[src/design/dcfb_pkg.sv]
// Package for the drive command frame builder.
// Holds the request, response and frame descriptor word types, frame constants and the CRC step.
// No dependencies.
package dcfb_pkg;

   localparam logic [7:0]  FRAME_SOF      = 8'hA5;
   localparam logic [7:0]  FRAME_ADDR     = 8'h3F;
   localparam logic [15:0] CRC_POLYNOMIAL = 16'h1021;
   localparam logic [1:0]  MAX_WORDS      = 2'd2;
   localparam logic [1:0]  CTRL_QUERY     = 2'd1;
   localparam logic [1:0]  CTRL_WRITE     = 2'd2;

   localparam logic [3:0] POS_SOF     = 4'd0;
   localparam logic [3:0] POS_ADDR    = 4'd1;
   localparam logic [3:0] POS_CTRL    = 4'd2;
   localparam logic [3:0] POS_INDEX   = 4'd3;
   localparam logic [3:0] POS_OFFSET  = 4'd4;
   localparam logic [3:0] POS_WORDS   = 4'd5;
   localparam logic [3:0] POS_HCRC_HI = 4'd6;
   localparam logic [3:0] POS_HCRC_LO = 4'd7;
   localparam logic [3:0] POS_DATA    = 4'd8;
   localparam logic [3:0] POS_MAX     = 4'd13;

   typedef struct packed {
      logic        command;
      logic [7:0]  param_index;
      logic [7:0]  param_offset;
      logic [31:0] data_value;
      logic [1:0]  word_count;
   } req_type;

   typedef struct packed {
      logic [7:0] tx_byte;
      logic [3:0] seq_number;
      logic       last_byte;
   } rsp_type;

   typedef struct packed {
      logic        is_write;
      logic [3:0]  seq;
      logic [7:0]  param_index;
      logic [7:0]  param_offset;
      logic [1:0]  words;
      logic [31:0] value;
   } frame_desc_type;

   typedef struct packed {
      logic empty;
      logic full;
   } queue_status_type;

   function automatic logic [15:0] crc16_update(input logic [15:0] crc, input logic [7:0] b);
      logic [15:0] c;
      c = crc ^ {b, 8'h00};
      for (int k = 0; k < 8; k++) begin
         if (c[15]) begin
            c = {c[14:0], 1'b0} ^ CRC_POLYNOMIAL;
         end else begin
            c = {c[14:0], 1'b0};
         end
      end
      return c;
   endfunction

endpackage

[src/design/dcfb_front.sv]
// Front end of the drive command frame builder.
// Accepts request words, advances the sequence counter and builds frame descriptors.
// Depends on dcfb_pkg.
module dcfb_front
   import dcfb_pkg::*;
(
   input  logic             clock,
   input  logic             reset,
   input  logic             req_push,
   output logic             req_full,
   input  req_type          req_data,
   input  queue_status_type q_status,
   output logic             q_push,
   output frame_desc_type   q_desc
);

   logic [3:0] seq_ff;
   logic [3:0] seq_in;
   logic [3:0] seq_next;

   assign req_full = q_status.full;
   assign q_push   = req_push && !q_status.full;
   assign seq_next = seq_ff + 4'd1;

   always_comb begin
      seq_in = seq_ff;
      if (q_push) begin
         seq_in = seq_next;
      end
   end

   always_comb begin
      q_desc.is_write     = req_data.command;
      q_desc.seq          = seq_next;
      q_desc.param_index  = req_data.param_index;
      q_desc.param_offset = req_data.param_offset;
      q_desc.words        = (req_data.word_count > MAX_WORDS) ? MAX_WORDS : req_data.word_count;
      q_desc.value        = req_data.data_value;
   end

   always_ff @(posedge clock) begin
      if (reset) begin
         seq_ff <= 4'd0;
      end else begin
         seq_ff <= seq_in;
      end
   end

endmodule

[src/design/dcfb_queue.sv]
// Two-entry descriptor queue between the front end and the byte sequencer.
// Depends on dcfb_pkg.
module dcfb_queue
   import dcfb_pkg::*;
(
   input  logic             clock,
   input  logic             reset,
   input  logic             push,
   input  frame_desc_type   push_desc,
   input  logic             pop,
   output frame_desc_type   head,
   output queue_status_type status
);

   frame_desc_type entries_ff [2];
   logic           wr_ptr_ff;
   logic           wr_ptr_in;
   logic           rd_ptr_ff;
   logic           rd_ptr_in;
   logic [1:0]     count_ff;
   logic [1:0]     count_in;
   logic           do_pop;

   assign status.empty = (count_ff == 2'd0);
   assign status.full  = (count_ff == 2'd2);
   assign head         = entries_ff[rd_ptr_ff];
   assign do_pop       = pop && !status.empty;

   always_comb begin
      wr_ptr_in = push ? !wr_ptr_ff : wr_ptr_ff;
      rd_ptr_in = do_pop ? !rd_ptr_ff : rd_ptr_ff;
      count_in  = count_ff + {1'b0, push} - {1'b0, do_pop};
   end

   always_ff @(posedge clock) begin
      if (push) begin
         entries_ff[wr_ptr_ff] <= push_desc;
      end
   end

   always_ff @(posedge clock) begin
      if (reset) begin
         wr_ptr_ff <= 1'b0;
         rd_ptr_ff <= 1'b0;
         count_ff  <= 2'd0;
      end else begin
         wr_ptr_ff <= wr_ptr_in;
         rd_ptr_ff <= rd_ptr_in;
         count_ff  <= count_in;
      end
   end

   assert property (@(posedge clock) disable iff (reset) count_ff != 2'd3)
      else $error("Descriptor queue count is out of range.");
   assert property (@(posedge clock) disable iff (reset)
      status.full |-> (wr_ptr_ff == rd_ptr_ff))
      else $error("Descriptor queue pointers disagree with a full count.");

endmodule

[src/design/dcfb_back.sv]
// Byte sequencer of the drive command frame builder.
// Walks the head descriptor a byte per cycle while its held output word is free; runs CRC.
// Depends on dcfb_pkg.
module dcfb_back
   import dcfb_pkg::*;
(
   input  logic             clock,
   input  logic             reset,
   input  frame_desc_type   head,
   input  queue_status_type q_status,
   output logic             q_pop,
   output logic             rsp_empty,
   input  logic             rsp_pop,
   output rsp_type          rsp_data
);

   logic [3:0]  pos_ff;
   logic [3:0]  pos_in;
   logic [15:0] crc_ff;
   logic [15:0] crc_in;
   logic        out_valid_ff;
   logic        out_valid_in;
   rsp_type     out_ff;
   rsp_type     out_in;
   logic        advance;
   logic        emit;
   logic [3:0]  data_end;
   logic [3:0]  last_pos;
   logic        is_last;
   logic        crc_update_en;
   logic [7:0]  cur_byte;

   assign advance   = !out_valid_ff || rsp_pop;
   assign emit      = advance && !q_status.empty;
   assign data_end  = POS_DATA + {1'b0, head.words, 1'b0};
   assign last_pos  = head.is_write ? (data_end + 4'd1) : POS_HCRC_LO;
   assign is_last   = (pos_ff == last_pos);
   assign q_pop     = emit && is_last;
   assign rsp_empty = !out_valid_ff;
   assign rsp_data  = out_ff;

   always_comb begin
      crc_update_en = (pos_ff < POS_HCRC_HI) || ((pos_ff >= POS_DATA) && (pos_ff < data_end));
      case (pos_ff)
         POS_SOF:     cur_byte = FRAME_SOF;
         POS_ADDR:    cur_byte = FRAME_ADDR;
         POS_CTRL:    cur_byte = {2'b00, head.seq, head.is_write ? CTRL_WRITE : CTRL_QUERY};
         POS_INDEX:   cur_byte = head.param_index;
         POS_OFFSET:  cur_byte = head.param_offset;
         POS_WORDS:   cur_byte = {6'd0, head.words};
         POS_HCRC_HI: cur_byte = crc_ff[15:8];
         POS_HCRC_LO: cur_byte = crc_ff[7:0];
         default: begin
            if (pos_ff < data_end) begin
               cur_byte = head.value[8*pos_ff[1:0] +: 8];
            end else if (pos_ff == data_end) begin
               cur_byte = crc_ff[15:8];
            end else begin
               cur_byte = crc_ff[7:0];
            end
         end
      endcase
   end

   always_comb begin
      pos_in       = pos_ff;
      crc_in       = crc_ff;
      out_valid_in = out_valid_ff;
      out_in       = out_ff;
      if (advance) begin
         out_valid_in = emit;
      end
      if (emit) begin
         out_in.tx_byte    = cur_byte;
         out_in.seq_number = head.seq;
         out_in.last_byte  = is_last;
         if (is_last) begin
            pos_in = 4'd0;
            crc_in = 16'd0;
         end else begin
            pos_in = pos_ff + 4'd1;
            if (pos_ff == POS_HCRC_LO) begin
               crc_in = 16'd0;
            end else if (crc_update_en) begin
               crc_in = crc16_update(crc_ff, cur_byte);
            end
         end
      end
   end

   always_ff @(posedge clock) begin
      out_ff <= out_in;
   end

   always_ff @(posedge clock) begin
      if (reset) begin
         pos_ff       <= 4'd0;
         crc_ff       <= 16'd0;
         out_valid_ff <= 1'b0;
      end else begin
         pos_ff       <= pos_in;
         crc_ff       <= crc_in;
         out_valid_ff <= out_valid_in;
      end
   end

   assert property (@(posedge clock) disable iff (reset) pos_ff <= POS_MAX)
      else $error("Frame byte position is beyond the longest frame.");
   assert property (@(posedge clock) disable iff (reset)
      ((pos_ff == POS_SOF) || (pos_ff == POS_DATA)) |-> (crc_ff == 16'd0))
      else $error("CRC was not cleared at the start of a covered region.");
   assert property (@(posedge clock) disable iff (reset)
      q_status.empty |-> (pos_ff == POS_SOF))
      else $error("Byte position advanced with no frame pending.");

endmodule

[src/design/drive_command_frame_builder_core.sv]
// Top level of the drive command frame builder.
// Instantiates dcfb_front, dcfb_queue and dcfb_back; depends on dcfb_pkg.
//
// Each request word produces one command frame, delivered one byte per response word: 8 bytes
// for a query, 10 to 14 for a write depending on the saturated word count. The byte sequencer
// emits one byte per cycle while its output word is empty or popped, with no gap between
// frames. A two-entry descriptor queue sits in front of the sequencer and holds the frame
// going out until its last byte is emitted, so one further request is taken while a frame is
// still going out; the sequence number advances on acceptance and the first frame after reset
// carries sequence 1.
module drive_command_frame_builder_core
   import dcfb_pkg::*;
(
   input  logic    clock,
   input  logic    reset,
   input  logic    req_push,
   output logic    req_full,
   input  req_type req_data,
   output logic    rsp_empty,
   input  logic    rsp_pop,
   output rsp_type rsp_data
);

   queue_status_type q_status;
   frame_desc_type   q_desc;
   frame_desc_type   q_head;
   logic             q_push;
   logic             q_pop;

   dcfb_front u_front (
      .clock    (clock),
      .reset    (reset),
      .req_push (req_push),
      .req_full (req_full),
      .req_data (req_data),
      .q_status (q_status),
      .q_push   (q_push),
      .q_desc   (q_desc)
   );

   dcfb_queue u_queue (
      .clock     (clock),
      .reset     (reset),
      .push      (q_push),
      .push_desc (q_desc),
      .pop       (q_pop),
      .head      (q_head),
      .status    (q_status)
   );

   dcfb_back u_back (
      .clock     (clock),
      .reset     (reset),
      .head      (q_head),
      .q_status  (q_status),
      .q_pop     (q_pop),
      .rsp_empty (rsp_empty),
      .rsp_pop   (rsp_pop),
      .rsp_data  (rsp_data)
   );

endmodule
[config.mk]
export PLATFORM = sky130hd
export DESIGN_NAME = drive_command_frame_builder_core
export DESIGN_NICKNAME = d
export VERILOG_FILES = /design/src/design/dcfb_pkg.sv /design/src/design/dcfb_front.sv /design/src/design/dcfb_queue.sv /design/src/design/dcfb_back.sv /design/src/design/drive_command_frame_builder_core.sv
export SDC_FILE = /design/constraint.sdc
export NUM_CORES = 1
export LEC_CHECK = 0
export BUFFER_PORTS_ARGS = -buffer_cell sky130_fd_sc_hd__buf_2
export CAP_MARGIN = 20
export CORE_MARGIN = 2
export CORE_UTILIZATION = 54
export DETAILED_ROUTE_END_ITERATION = 6
export PLACE_DENSITY = 0.76
export SLEW_MARGIN = 30
export SYNTH_ARGS = -nofsm -noshare
export SYNTH_HDL_FRONTEND = slang
export SYNTH_HIERARCHICAL = 1
export SYNTH_SLANG_ARGS = --single-unit
[constraint.sdc]
create_clock -name clock -period 4.6 [get_ports clock]
set_clock_uncertainty 0.15 [all_clocks]
set_input_delay 1.15 -clock clock [delete_from_list [all_inputs] [get_ports clock]]
set_output_delay 1.15 -clock clock [all_outputs]
set_load 0.01 [all_outputs]
Word-level counts from Yosys, hierarchy flattened
Memory sizes are Yosys's and may differ from the RTL's. A register that Yosys moved wholly into a read port is not among the register bits.
Cells that the tools add are included.
- register bits after elaboration: 42
- bits in writable memories: 110
- bits of input ports: 55
- memories kept: 1
- memory list (name ; words ; bits a word ; read ports ; clocked after memory_dff ; write ports ; line ; text):
    u_queue.entries_ff ; 2 ; 55 ; 1 ; 1 ; 1 ; dcfb_queue.sv:15 ; frame_desc_type entries_ff [2];
- add/subtract/negate cells: 6
- $lt $le $gt $ge: 4
- equality and inequality tests: 10
- shift operators: 1
- mux-type cells: 50
- bitwise operators: 9
- reduce and logical (&&, ||, !) cells: 16
- operators with widths (operator ; number):
    16-bit two-way mux ; 31
    13-bit two-way mux ; 8
    8-bit one-hot mux with 8 select lines ; 1
    32-bit by 6-bit variable part select with 8-bit output ; 1
    3-bit inverter ; 8
    4-bit by 3-bit equality test with 1-bit output, second input constant ; 4
    8-bit two-way mux ; 2
    16-bit bitwise XOR ; 1
    4-bit by 1-bit adder with 4-bit output, second input constant ; 3
    4-bit by 2-bit equality test with 1-bit output, second input constant ; 2
    4-bit equality test ; 2
    4-bit two-way mux ; 2
    1-bit logical AND ; 5
    1-bit zero test ; 5
    4-bit by 3-bit adder with 4-bit output, first input constant ; 1
    4-bit by 1-bit equality test with 1-bit output, second input constant ; 1
    4-bit greater-or-equal comparator, second input constant ; 1
    4-bit zero test ; 1
    4-bit by 3-bit < comparator with 1-bit output, second input constant ; 1
    4-bit < comparator ; 1
    1-bit two-way mux ; 4
    2-bit two-way mux ; 2
    3-bit nonzero test ; 1
    2-bit by 1-bit adder with 2-bit output ; 1
    other kinds (6) ; 7

Depth between registers and ports, before layout
Gate-level depths: netlist of run 1.
- word-level depth: 53
- gate-level depth with buffers: 14
- mapped depth without buffers: 12

Cells and area by module
Netlist of run 1, hierarchy kept.
- modules (own cells, without submodules) (module ; instances ; cells each ; area an instance (µm²)):
    dcfb_queue ; 1 ; 194 ; 4461.8
    dcfb_back ; 1 ; 264 ; 2478.6
    dcfb_front ; 1 ; 73 ; 581.8

Least setup slack after synthesis of run 1
Ideal clock, no wire load.
- path type: input-to-reg
- start: input port req_push
- end: memory u_queue/entries_ff[0][0] (netlist bit), enable pin
- arrival: 3.862 ns
- required time: 3.975 ns
- path slack: 0.114 ns
- stages on the path: 3
- path buffers: 0
- cell sequence: nand2b_1 -> inv_1 -> nor2b_1
- longest elaborated chain between the ends: 3
- ends and longest elaborated chain (item ; line ; text):
    start: declaration ; drive_command_frame_builder_core.sv:16 ; input logic req_push,
    1-bit logical AND ; dcfb_front.sv:22 ; assign q_push = req_push && !q_status.full;
    net q_push ; drive_command_frame_builder_core.sv:27 ; logic q_push;
    1-bit two-way mux ; dcfb_queue.sv:36 ; if (push) begin
    1-bit two-way mux (not written as such) ; dcfb_queue.sv:37 ; entries_ff[wr_ptr_ff] <= push_desc;
    end: declaration ; dcfb_queue.sv:15 ;
The timed path passes the listed nets, and every way through them passes these cells.

==> flow_summary.yaml, run 1 <==
clock_network:
  cts_tree: "yes"
  postCtsResizedCells: 0
  cts_buffers: 17
  clk_latency_ps: 420
  clk_path_buf_depth: 2
  cts.hold.buffers_added: 0
  cts.sinks: 153
  cts_root_buffer: "clkbuf_16"
  htree_levels: 4
  path_clk_slew_ps: 60
  postCtsSetupRepairBufs: 0
worst_setup_path:
  arrival_ps: 3710
  start_kind: "flip-flop"
  worst-setup-path-type: "flip-flop to flip-flop"
  rrSetupSlack_ps: 1040
  worstPathMaxFanout: 29
  cp-end-kind: "flip-flop"
  crit_required_ps: 4750
  ff2ff_path_depth: 10
  r2r_end: "u_back/crc_ff[7]$_SDFFE_PP0P_"
die:
  die_x_um: 122
  rows: 43
  die-area_sq_um: 14900
  start_util_pct: 54.8
  fp.dieH_um: 122
  core_region_area_sq_um: 13700
  ios: 70
finish:
  fin_nets: 622
  fillCellCount: 1063
  multi_input_area_sq_um: 2610
  seq_area_sq_um: 4300
  area_growth_pct: 9.18
  diodes: 0
  drive_above_1_share_pct: 32.2
logic_synthesis:
  synth_area_sq_um: 7520
  netlist_top_cells_area: "edfxtp_1, mux2_4, dfxtp_1"
  synth_top_family_by_area: "multiplexers"
  syn_area_per_cell_sq_um: 14.2
  yosys.cell_count.top_type: "edfxtp_1"
  ys_warn_count: 6
  synth.top_cell.area_share_pct: 49.1
  async_reset_ff_share_pct: 0
  synth-edff-count: 123
  ys_top_cells_by_count: "edfxtp_1, buf_4, mux2_4"
  synth_compound_area_share_pct: 8.78
  synth_nets: 595
  synth_adder_area_share_pct: 1.50
  synthFlopType: "edfxtp_1"
  ys_ff_latch: 153
  synthCells: 531
  yosysTopAreaCell: "edfxtp_1"
  synth-xor-area-share_pct: 3.19
  synth_seq_area_share_pct: 57.1
  synth-simple-area-share_pct: 7.14
  muxShareOfSynthArea_pct: 14.0
  ys_types: 59
grt:
  grt_max_degree: 56
  first_global_vias: 4334
  grtUsageTotal_pct: 21.1
  grt-ovfl-total: 0
  grt_pass1_wl_um: 23100
  antenna_found_initial: 0
sta:
  period_needed_ps: 3560
  fmax_mhz: 281
  finalHoldViolCount: 0
  fin_crit_sh_pct: 77.4
  maxSlewViolCount: 0
  rsz0062_at_grt: "false"
  worstMarginPinSlew_ps: 757
  setup_ws_ps: 1040
  setup_tns_ps: 0
  setup_violations: 0
  relSlewSlack_pct: 49.5
route:
  avgViaCountPerCell: 5.72
  num_vias: 4297
  wl_per_cell_um: 19.3
  drt_iter0_drc: 403
  antenna_left: 0
  drcViolationCount: 0
  wl_um: 14500
  first_pass_iters: 5
worst_hold_path:
  hold_start: "u_front/seq_ff[3]$_SDFFE_PP0P_"
  hold_path_end: "u_front/seq_ff[3]$_SDFFE_PP0P_"
  min_path_type: "flip-flop to flip-flop"
  holdPathStages: 2
placement:
  dp_hpwl_um: 10300
  io_buffers: 69
  gp_congestion: 0.949
  pre_cts_slack_ps: 1060
power:
  p_leak_nw: 2.96
  power.density_nw_per_um2: 492
  irDropWorstVdd_mv: 0.442
outcome:
  status: "completed"
job:
  maxCapViolations: 0
==> stage by stage <==
| stage | cells | power (mW) | util [%] | cell area [sq um] | hold WS (ps) |
|---|---|---|---|---|---|
| 2_1_floorplan | 531 | 2.48 | - | 7520 | 314 |
| 3_3_place_gp | 719 | 2.67 | 55.6 | 7620 | 333 |
| 3_5_place_dp | 719 | 2.69 | 55.6 | 7620 | 348 |
| 4_1_cts | 751 | 4.06 | 59.9 | 8210 | 359 |
| 5_1_grt | 751 | 4.21 | 59.9 | 8210 | 390 |
| 6_report | 751 | 4.04 | 59.9 | 8210 | 356 |
==> sequential cells by signal, indices dropped and copies added, names as in the netlist, named ones only <==
name and count:
u_front/seq_ff 4, u_back/out_valid_ff 1, u_queue/count_ff 2, u_queue/rd_ptr_ff 1
u_back/pos_ff 4, u_back/crc_ff 16, u_back/rsp_data 13, u_queue/wr_ptr_ff 1
u_queue/entries_ff 110
==> report_power, final <==
part / internal, mW / switching [mW] / total (mW) / leakage (nW)
combinational: 0.396 / 0.441 / 0.838 / 1.28
sequential: 1.68 / 0.145 / 1.83 / 1.40
clock: 0.819 / 0.553 / 1.37 / 0.285
total: 2.90 / 1.14 / 4.04 / 2.96
==> placed cells by master (no fill, tap or decap), drive strengths merged, types with 7 or more instances in the layout <==
cell,instances
a21oi,15
nor2b,10
ha,9
inv,21
dfxtp,30
buf,80
mux2,57
nand3,11
clkbuf,22
o21ai,8
and2,7
mux4,8
nor2,23
nand2,26
a22oi,23
xnor2,18
edfxtp,123
==> how the worst max path moves through the flow <==
stage | start | endpoint | slack (ps)
5_1_grt | flip-flop | u_back/crc_ff[6]$_SDFFE_PP0P_ | 790
2_1_floorplan | req_push | u_queue/entries_ff[0][0]$_DFFE_PP_ | 110
4_1_cts | flip-flop | u_back/crc_ff[7]$_SDFFE_PP0P_ | 1050
3_5_place_dp | flip-flop | u_back/crc_ff[7]$_SDFFE_PP0P_ | 1060
6_report | flip-flop | u_back/crc_ff[7]$_SDFFE_PP0P_ | 1040
3_3_place_gp | flip-flop | u_back/crc_ff[7]$_SDFFE_PP0P_ | 1100
==> critical path, cell delays in order, from the launching register on <==
cell and delay (ps):
dfxtp_4 670, mux2_4 360, inv_1 70, ha_1 270, nor2b_1 230, o211ai_1 490, o221ai_1 290, a22oi_4 300
xor2_1 300, xnor2_1 100, a22o_1 200
==> metal layers <==
layer | vias up | track usage, % | share of wire, %
met1 | 2097 | 27.6 | 43
met3 | 24 | 5.29 | 5.8
met2 | 162 | 34.0 | 49
li1 | 2014 | - | -
met4 | 0 | 8.05 | 2.0
met5 | - | 0 | 0
==> cell type report <==
| class | instances | share of cell area, % |
|---|---|---|
| timing repair buffer | 80 | 5.21 |
| clock inverter | 10 | 1.25 |
| multi-input combinational | 290 | 31.8 |
| inverter | 16 | 0.731 |
| sequential | 153 | 52.3 |
| clock buffer | 22 | 5.93 |
| tap | 180 | 2.74 |
==> kinds of logic (layout without fill, tap and decap cells) <==
logic type / after synthesis / after routing
XOR/XNOR: 25 / 25
AO/OA/AOI/OAI: 85 / 85
multiplexers: 69 / 69
flip-flops: 153 / 153
adder cells (fa/ha/maj): 9 / 9
AND/OR/NAND/NOR: 102 / 102
buffers and inverters: 88 / 128
(Power assumes the default switching activity.)
==> run 2: changes to the inputs <==
==> constraint.sdc (replaced) <==
create_clock -name clock -period 3.1 [get_ports clock]
set_clock_uncertainty 0.15 [all_clocks]
set_input_delay 0.775 -clock clock [delete_from_list [all_inputs] [get_ports clock]]
set_output_delay 0.775 -clock clock [all_outputs]
set_load 0.01 [all_outputs]
==> flow_summary.yaml, run 2 (synthesis gave the netlist of run 1 again) <==
placement:
  dp_hpwl_um: 11000
  io_buffers: 69
  pre_cts_slack_ps: -18.3
  gp_congestion: 0.978
grt:
  grt_pass1_wl_um: 23500
  grtUsageTotal_pct: 21.5
  grt_max_degree: 45
  grt-ovfl-total: 0
  first_global_vias: 4468
  antenna_found_initial: 0
finish:
  largest_reg_flops: 110
  seq_area_sq_um: 4300
  fillCellCount: 1016
  final_cell_mix: "edfxtp_1, buf_2, mux2_4"
  fin_nets: 653
  drive_above_1_share_pct: 39.0
  area_growth_pct: 14.7
  diodes: 0
  multi_input_area_sq_um: 2710
  largest_register: "u_queue/entries_ff"
  layout_commonest_cell: "edfxtp_1"
clock_network:
  path_clk_slew_ps: 70
  cts_tree: "yes"
  cts_buffers: 17
  clk_latency_ps: 430
  cts_root_buffer: "clkbuf_16"
  cts.sinks: 153
  clk_path_buf_depth: 2
  htree_levels: 4
route:
  wl_per_cell_um: 19.6
  avgViaCountPerCell: 5.64
  antenna_left: 0
  drt_iter0_drc: 283
  top_layer: "met4"
  wl_met1_um: 6570
  first_pass_iters: 4
  num_vias: 4413
  dr_wl_met2_um: 7640
  route.met3.wl_um: 942
  drcViolationCount: 0
  wl_um: 15300
worst_hold_path:
  holdPathStages: 2
  hold_start: "u_back/out_valid_ff$_SDFFE_PP0N_"
  hold_path_end: "u_back/out_valid_ff$_SDFFE_PP0N_"
  min_path_type: "flip-flop to flip-flop"
power:
  p_sw_share_pct: 29.7
  internal_power_mw: 4.39
  power.density_nw_per_um2: 725
  p_clk_share_pct: 32.9
  sequentialPowerShare_pct: 43.4
  irDropWorstVdd_mv: 0.575
  p_sw_mw: 1.86
  combPwrFrac_pct: 23.6
  p_leak_nw: 3.17
sta:
  fin_crit_sh_pct: 99.9
  rsz0062_at_grt: "true"
  period_needed_ps: 3100
  fmax_mhz: 323
  maxSlewViolCount: 0
  worstMarginPinSlew_ps: 636
  fin_hold_ws_ps: 355
  setup_violations: 0
  relSlewSlack_pct: 57.5
  finalHoldViolCount: 0
  setup_ws_ps: 2.30
worst_setup_path:
  r2r_end: "u_back/crc_ff[6]$_SDFFE_PP0P_"
  crit_required_ps: 3260
  ff2ff_path_depth: 9
  worstPathMaxFanout: 8
  arrival_ps: 3260
  start_kind: "flip-flop"
  cp-end-kind: "flip-flop"
  rrSetupSlack_ps: 2
  worst-setup-path-type: "flip-flop to flip-flop"
die:
  core_region_area_sq_um: 13700
  ios: 70
  die_x_um: 122
  die-area_sq_um: 14900
  rows: 43
  start_util_pct: 54.8
  fp.dieH_um: 122
job:
  maxCapViolations: 0
outcome:
  status: "completed"
run 2: worst max-delay path, cell delays in order, from the launching register on:
cell and delay (ps):
dfxtp_4 440, buf_12 150, mux2_4 300, mux4_2 500
or4_4 430, o41a_4 140, a221oi_4 320, xor2_2 250
xnor2_1 100, a22o_1 200
run 2: how the worst max path moves through the flow:
stage | from | endpoint | slack (ps)
final | flip-flop | u_back/crc_ff[6]$_SDFFE_PP0P_ | 2
after global routing | flip-flop | u_back/crc_ff[6]$_SDFFE_PP0P_ | -60
after CTS | flip-flop | u_back/crc_ff[6]$_SDFFE_PP0P_ | -1
after detailed placement | flip-flop | u_back/crc_ff[6]$_SDFFE_PP0P_ | -20
after global placement | flip-flop | u_back/crc_ff[6]$_SDFFE_PP0P_ | 80
after floorplan | flip-flop | u_back/crc_ff[12]$_SDFFE_PP0P_ | 10
run 2: metrics by stage:
step	instances	setup TNS, ps	power, mW	util [%]	area, sq um
2_1_floorplan	531	0	3.68	-	7560
3_3_place_gp	742	0	4.08	57.5	7890
3_5_place_dp	742	-18.3	4.13	57.5	7890
4_1_cts	775	-1.42	6.21	61.9	8490
5_1_grt	782	-168	6.51	62.9	8630
6_report	782	0	6.25	62.9	8630
run 2: routing by layer:
metal	GRT usage [%]	vias up
li1	-	2075
met1	27.6	2167
met2	34.7	155
met3	6.51	16
met4	7.61	0
met5	0	-
run 2: layout make-up:
cell class,instances,share of cell area [%]
well taps,180,2.61
flip-flops and latches,153,49.8
inverters,16,0.696
multi-input cells,290,31.4
clock inverters,15,1.99
repair buffers,111,8.58
clock buffers,17,4.93
run 2: timing repair:
action / CTS / global route
setup buffers: 1 / 6
hold endpoints to repair: 0 / 0
setup endpoints to repair: 1 / 11
cloned: 0 / 1
hold buffers: 0 / 0
pin swaps: 1 / 3
gates resized for setup: 0 / 16
run 2: power by group through the flow:
stage / clock network, mW / registers, mW / logic, mW
after floorplan: 0 / 2.69 / 0.993
after global placement: 0 / 2.74 / 1.34
after detailed placement: 0 / 2.75 / 1.38
after CTS: 2.10 / 2.70 / 1.41
after global routing: 2.18 / 2.74 / 1.60
final: 2.06 / 2.72 / 1.48
==> run 3: changes to the inputs <==
--- a/config.mk
+++ b/config.mk
@@ -8,10 +8,10 @@
 export BUFFER_PORTS_ARGS = -buffer_cell sky130_fd_sc_hd__buf_2
 export CAP_MARGIN = 20
 export CORE_MARGIN = 2
-export CORE_UTILIZATION = 54
+export CORE_UTILIZATION = 55
 export DETAILED_ROUTE_END_ITERATION = 6
-export PLACE_DENSITY = 0.76
-export SLEW_MARGIN = 30
+export PLACE_DENSITY = 0.75
+export RECOVER_POWER = 25
 export SYNTH_ARGS = -nofsm -noshare
 export SYNTH_HDL_FRONTEND = slang
 export SYNTH_HIERARCHICAL = 1
==> constraint.sdc (replaced) <==
create_clock -name clock -period 3.9 [get_ports clock]
set_clock_uncertainty 0.15 [all_clocks]
set_input_delay 0.975 -clock clock [delete_from_list [all_inputs] [get_ports clock]]
set_output_delay 0.975 -clock clock [all_outputs]
set_load 0.01 [all_outputs]
==> flow_summary.yaml, run 3 (synthesis gave the netlist of run 1 again) <==
die:
  die_x_um: 121
  core_region_area_sq_um: 13300
  rows: 42
  fp.dieH_um: 121
  ios: 70
  start_util_pct: 56.6
  die-area_sq_um: 14600
grt:
  grt_pass1_wl_um: 23300
  grt_max_degree: 56
  met2_usage_pct: 33.1
  met3_usage_pct: 4.84
  busiest_layer: "met2"
  antenna_found_initial: 0
  met1_usage_pct: 29.1
  grtUsageTotal_pct: 21.3
  grt-ovfl-total: 0
  first_global_vias: 4307
clock_network:
  path_clk_slew_ps: 60
  postCtsResizedCells: 0
  postCtsSetupRepairBufs: 0
  cts.sinks: 153
  cts_buffers: 17
  cts_root_buffer: "clkbuf_16"
  htree_levels: 4
  clk_latency_ps: 420
  cts.hold.buffers_added: 0
  cts_tree: "yes"
  clk_path_buf_depth: 2
placement:
  gp_congestion: 0.915
  dp_hpwl_um: 10300
  post_dp_cell_area_sq_um: 7650
  io_buffers: 69
worst_setup_path:
  worstPathMaxFanout: 21
  r2r_end: "u_back/crc_ff[7]$_SDFFE_PP0P_"
  cp-endpoint: "u_back/crc_ff[7]$_SDFFE_PP0P_"
  crit_chain: "buf_4 > mux2_2 > mux4_1 > or4_1 > o21a_1 > a22oi_1 > xor2_1 > xnor2_1 > a22o_1"
  worst-setup-path-type: "flip-flop to flip-flop"
  crit_required_ps: 4060
  cp-end-kind: "flip-flop"
  critPathMaxStageDelay_ps: 500
  cp_slowest_cell: "dfxtp_4"
  arrival_ps: 3670
  start_kind: "flip-flop"
  rrSetupSlack_ps: 380
  ff2ff_path_depth: 9
finish:
  largest_reg_flops: 110
  fin_area_sq_um: 8160
  fillCellCount: 995
  diodes: 0
  largest_register: "u_queue/entries_ff"
  final_cell_mix: "edfxtp_1, buf_2, mux2_4"
  fin_nets: 626
  drive_above_1_share_pct: 28.9
  layout_commonest_cell: "edfxtp_1"
  final_util_pct: 61.4
  area_growth_pct: 8.48
route:
  num_vias: 4345
  wl_um: 14700
  drcViolationCount: 0
  avgViaCountPerCell: 5.79
  antenna_left: 0
  wl_per_cell_um: 19.6
  first_pass_iters: 5
  drt_iter0_drc: 358
sta:
  finalHoldViolCount: 0
  setup_violations: 0
  fin_crit_sh_pct: 90.2
  relSlewSlack_pct: 51.0
  rsz0062_at_grt: "false"
  setup_tns_ps: 0
  fmax_mhz: 284
  period_needed_ps: 3520
  fin_hold_ws_ps: 361
  maxSlewViolCount: 0
  worstMarginPinSlew_ps: 735
job:
  maxCapViolations: 0
power:
  p_sw_share_pct: 28.5
  p_clk_share_pct: 32.1
  power.density_nw_per_um2: 569
  sequentialPowerShare_pct: 46.6
  p_sw_mw: 1.32
  combPwrFrac_pct: 21.3
  irDropWorstVdd_mv: 0.369
  p_leak_nw: 2.89
  internal_power_mw: 3.32
worst_hold_path:
  min_path_type: "flip-flop to flip-flop"
  holdPathStages: 2
outcome:
  status: "completed"
run 3: worst min path at each step:
| stage | from | endpoint | slack, ps |
|---|---|---|---|
| floorplan | u_front/seq_ff[3]$_SDFFE_PP0P_ | u_front/seq_ff[3]$_SDFFE_PP0P_ | 310 |
| global placement | u_front/seq_ff[3]$_SDFFE_PP0P_ | u_front/seq_ff[3]$_SDFFE_PP0P_ | 330 |
| detailed placement | u_back/pos_ff[1]$_SDFFE_PP0P_ | u_back/pos_ff[1]$_SDFFE_PP0P_ | 350 |
| CTS | u_back/pos_ff[1]$_SDFFE_PP0P_ | u_back/pos_ff[1]$_SDFFE_PP0P_ | 360 |
| global route | u_back/out_valid_ff$_SDFFE_PP0N_ | u_back/out_valid_ff$_SDFFE_PP0N_ | 380 |
| finish | u_back/out_valid_ff$_SDFFE_PP0N_ | u_back/out_valid_ff$_SDFFE_PP0N_ | 360 |
run 3: stage by stage:
step,cells,power [mW],worst slack [ps]
6_report,750,4.65,384
5_1_grt,750,4.85,153
3_5_place_dp,719,3.18,408
4_1_cts,750,4.67,396
2_1_floorplan,531,2.92,630
3_3_place_gp,719,3.15,483
run 3: final cells by class:
cell class,count,area [sq um],area share [%]
flip-flops and latches,153,4300,52.7
multi-input cells,290,2610,32.0
repair buffers,84,434,5.32
clock buffers,19,433,5.31
well taps,176,220,2.70
clock inverters,12,103,1.26
inverters,16,60.1,0.736
run 3: power groups by stage:
stage / Sequential, mW / Clock (mW) / Combinational, mW
detailed placement: 2.19 / 0 / 0.986
global route: 2.18 / 1.59 / 1.08
CTS: 2.16 / 1.52 / 0.990
finish: 2.16 / 1.49 / 0.989
floorplan: 2.13 / 0 / 0.784
global placement: 2.19 / 0 / 0.961
run 3: metal layers:
| layer | vias to the layer above | part of all wire, % |
|---|---|---|
| met4 | 0 | 2.2 |
| met2 | 172 | 47 |
| met1 | 2133 | 45 |
| li1 | 2011 | - |
| met5 | - | 0 |
| met3 | 29 | 6.1 |
run 3: worst max-delay path, delay by kind of cell (launching register included):
family | cells | cell delay [ps]
xor+xnor | 2 | 480
buf+inv | 1 | 400
flops | 1 | 500
mux | 2 | 870
simple gates | 1 | 440
compound gates | 3 | 540
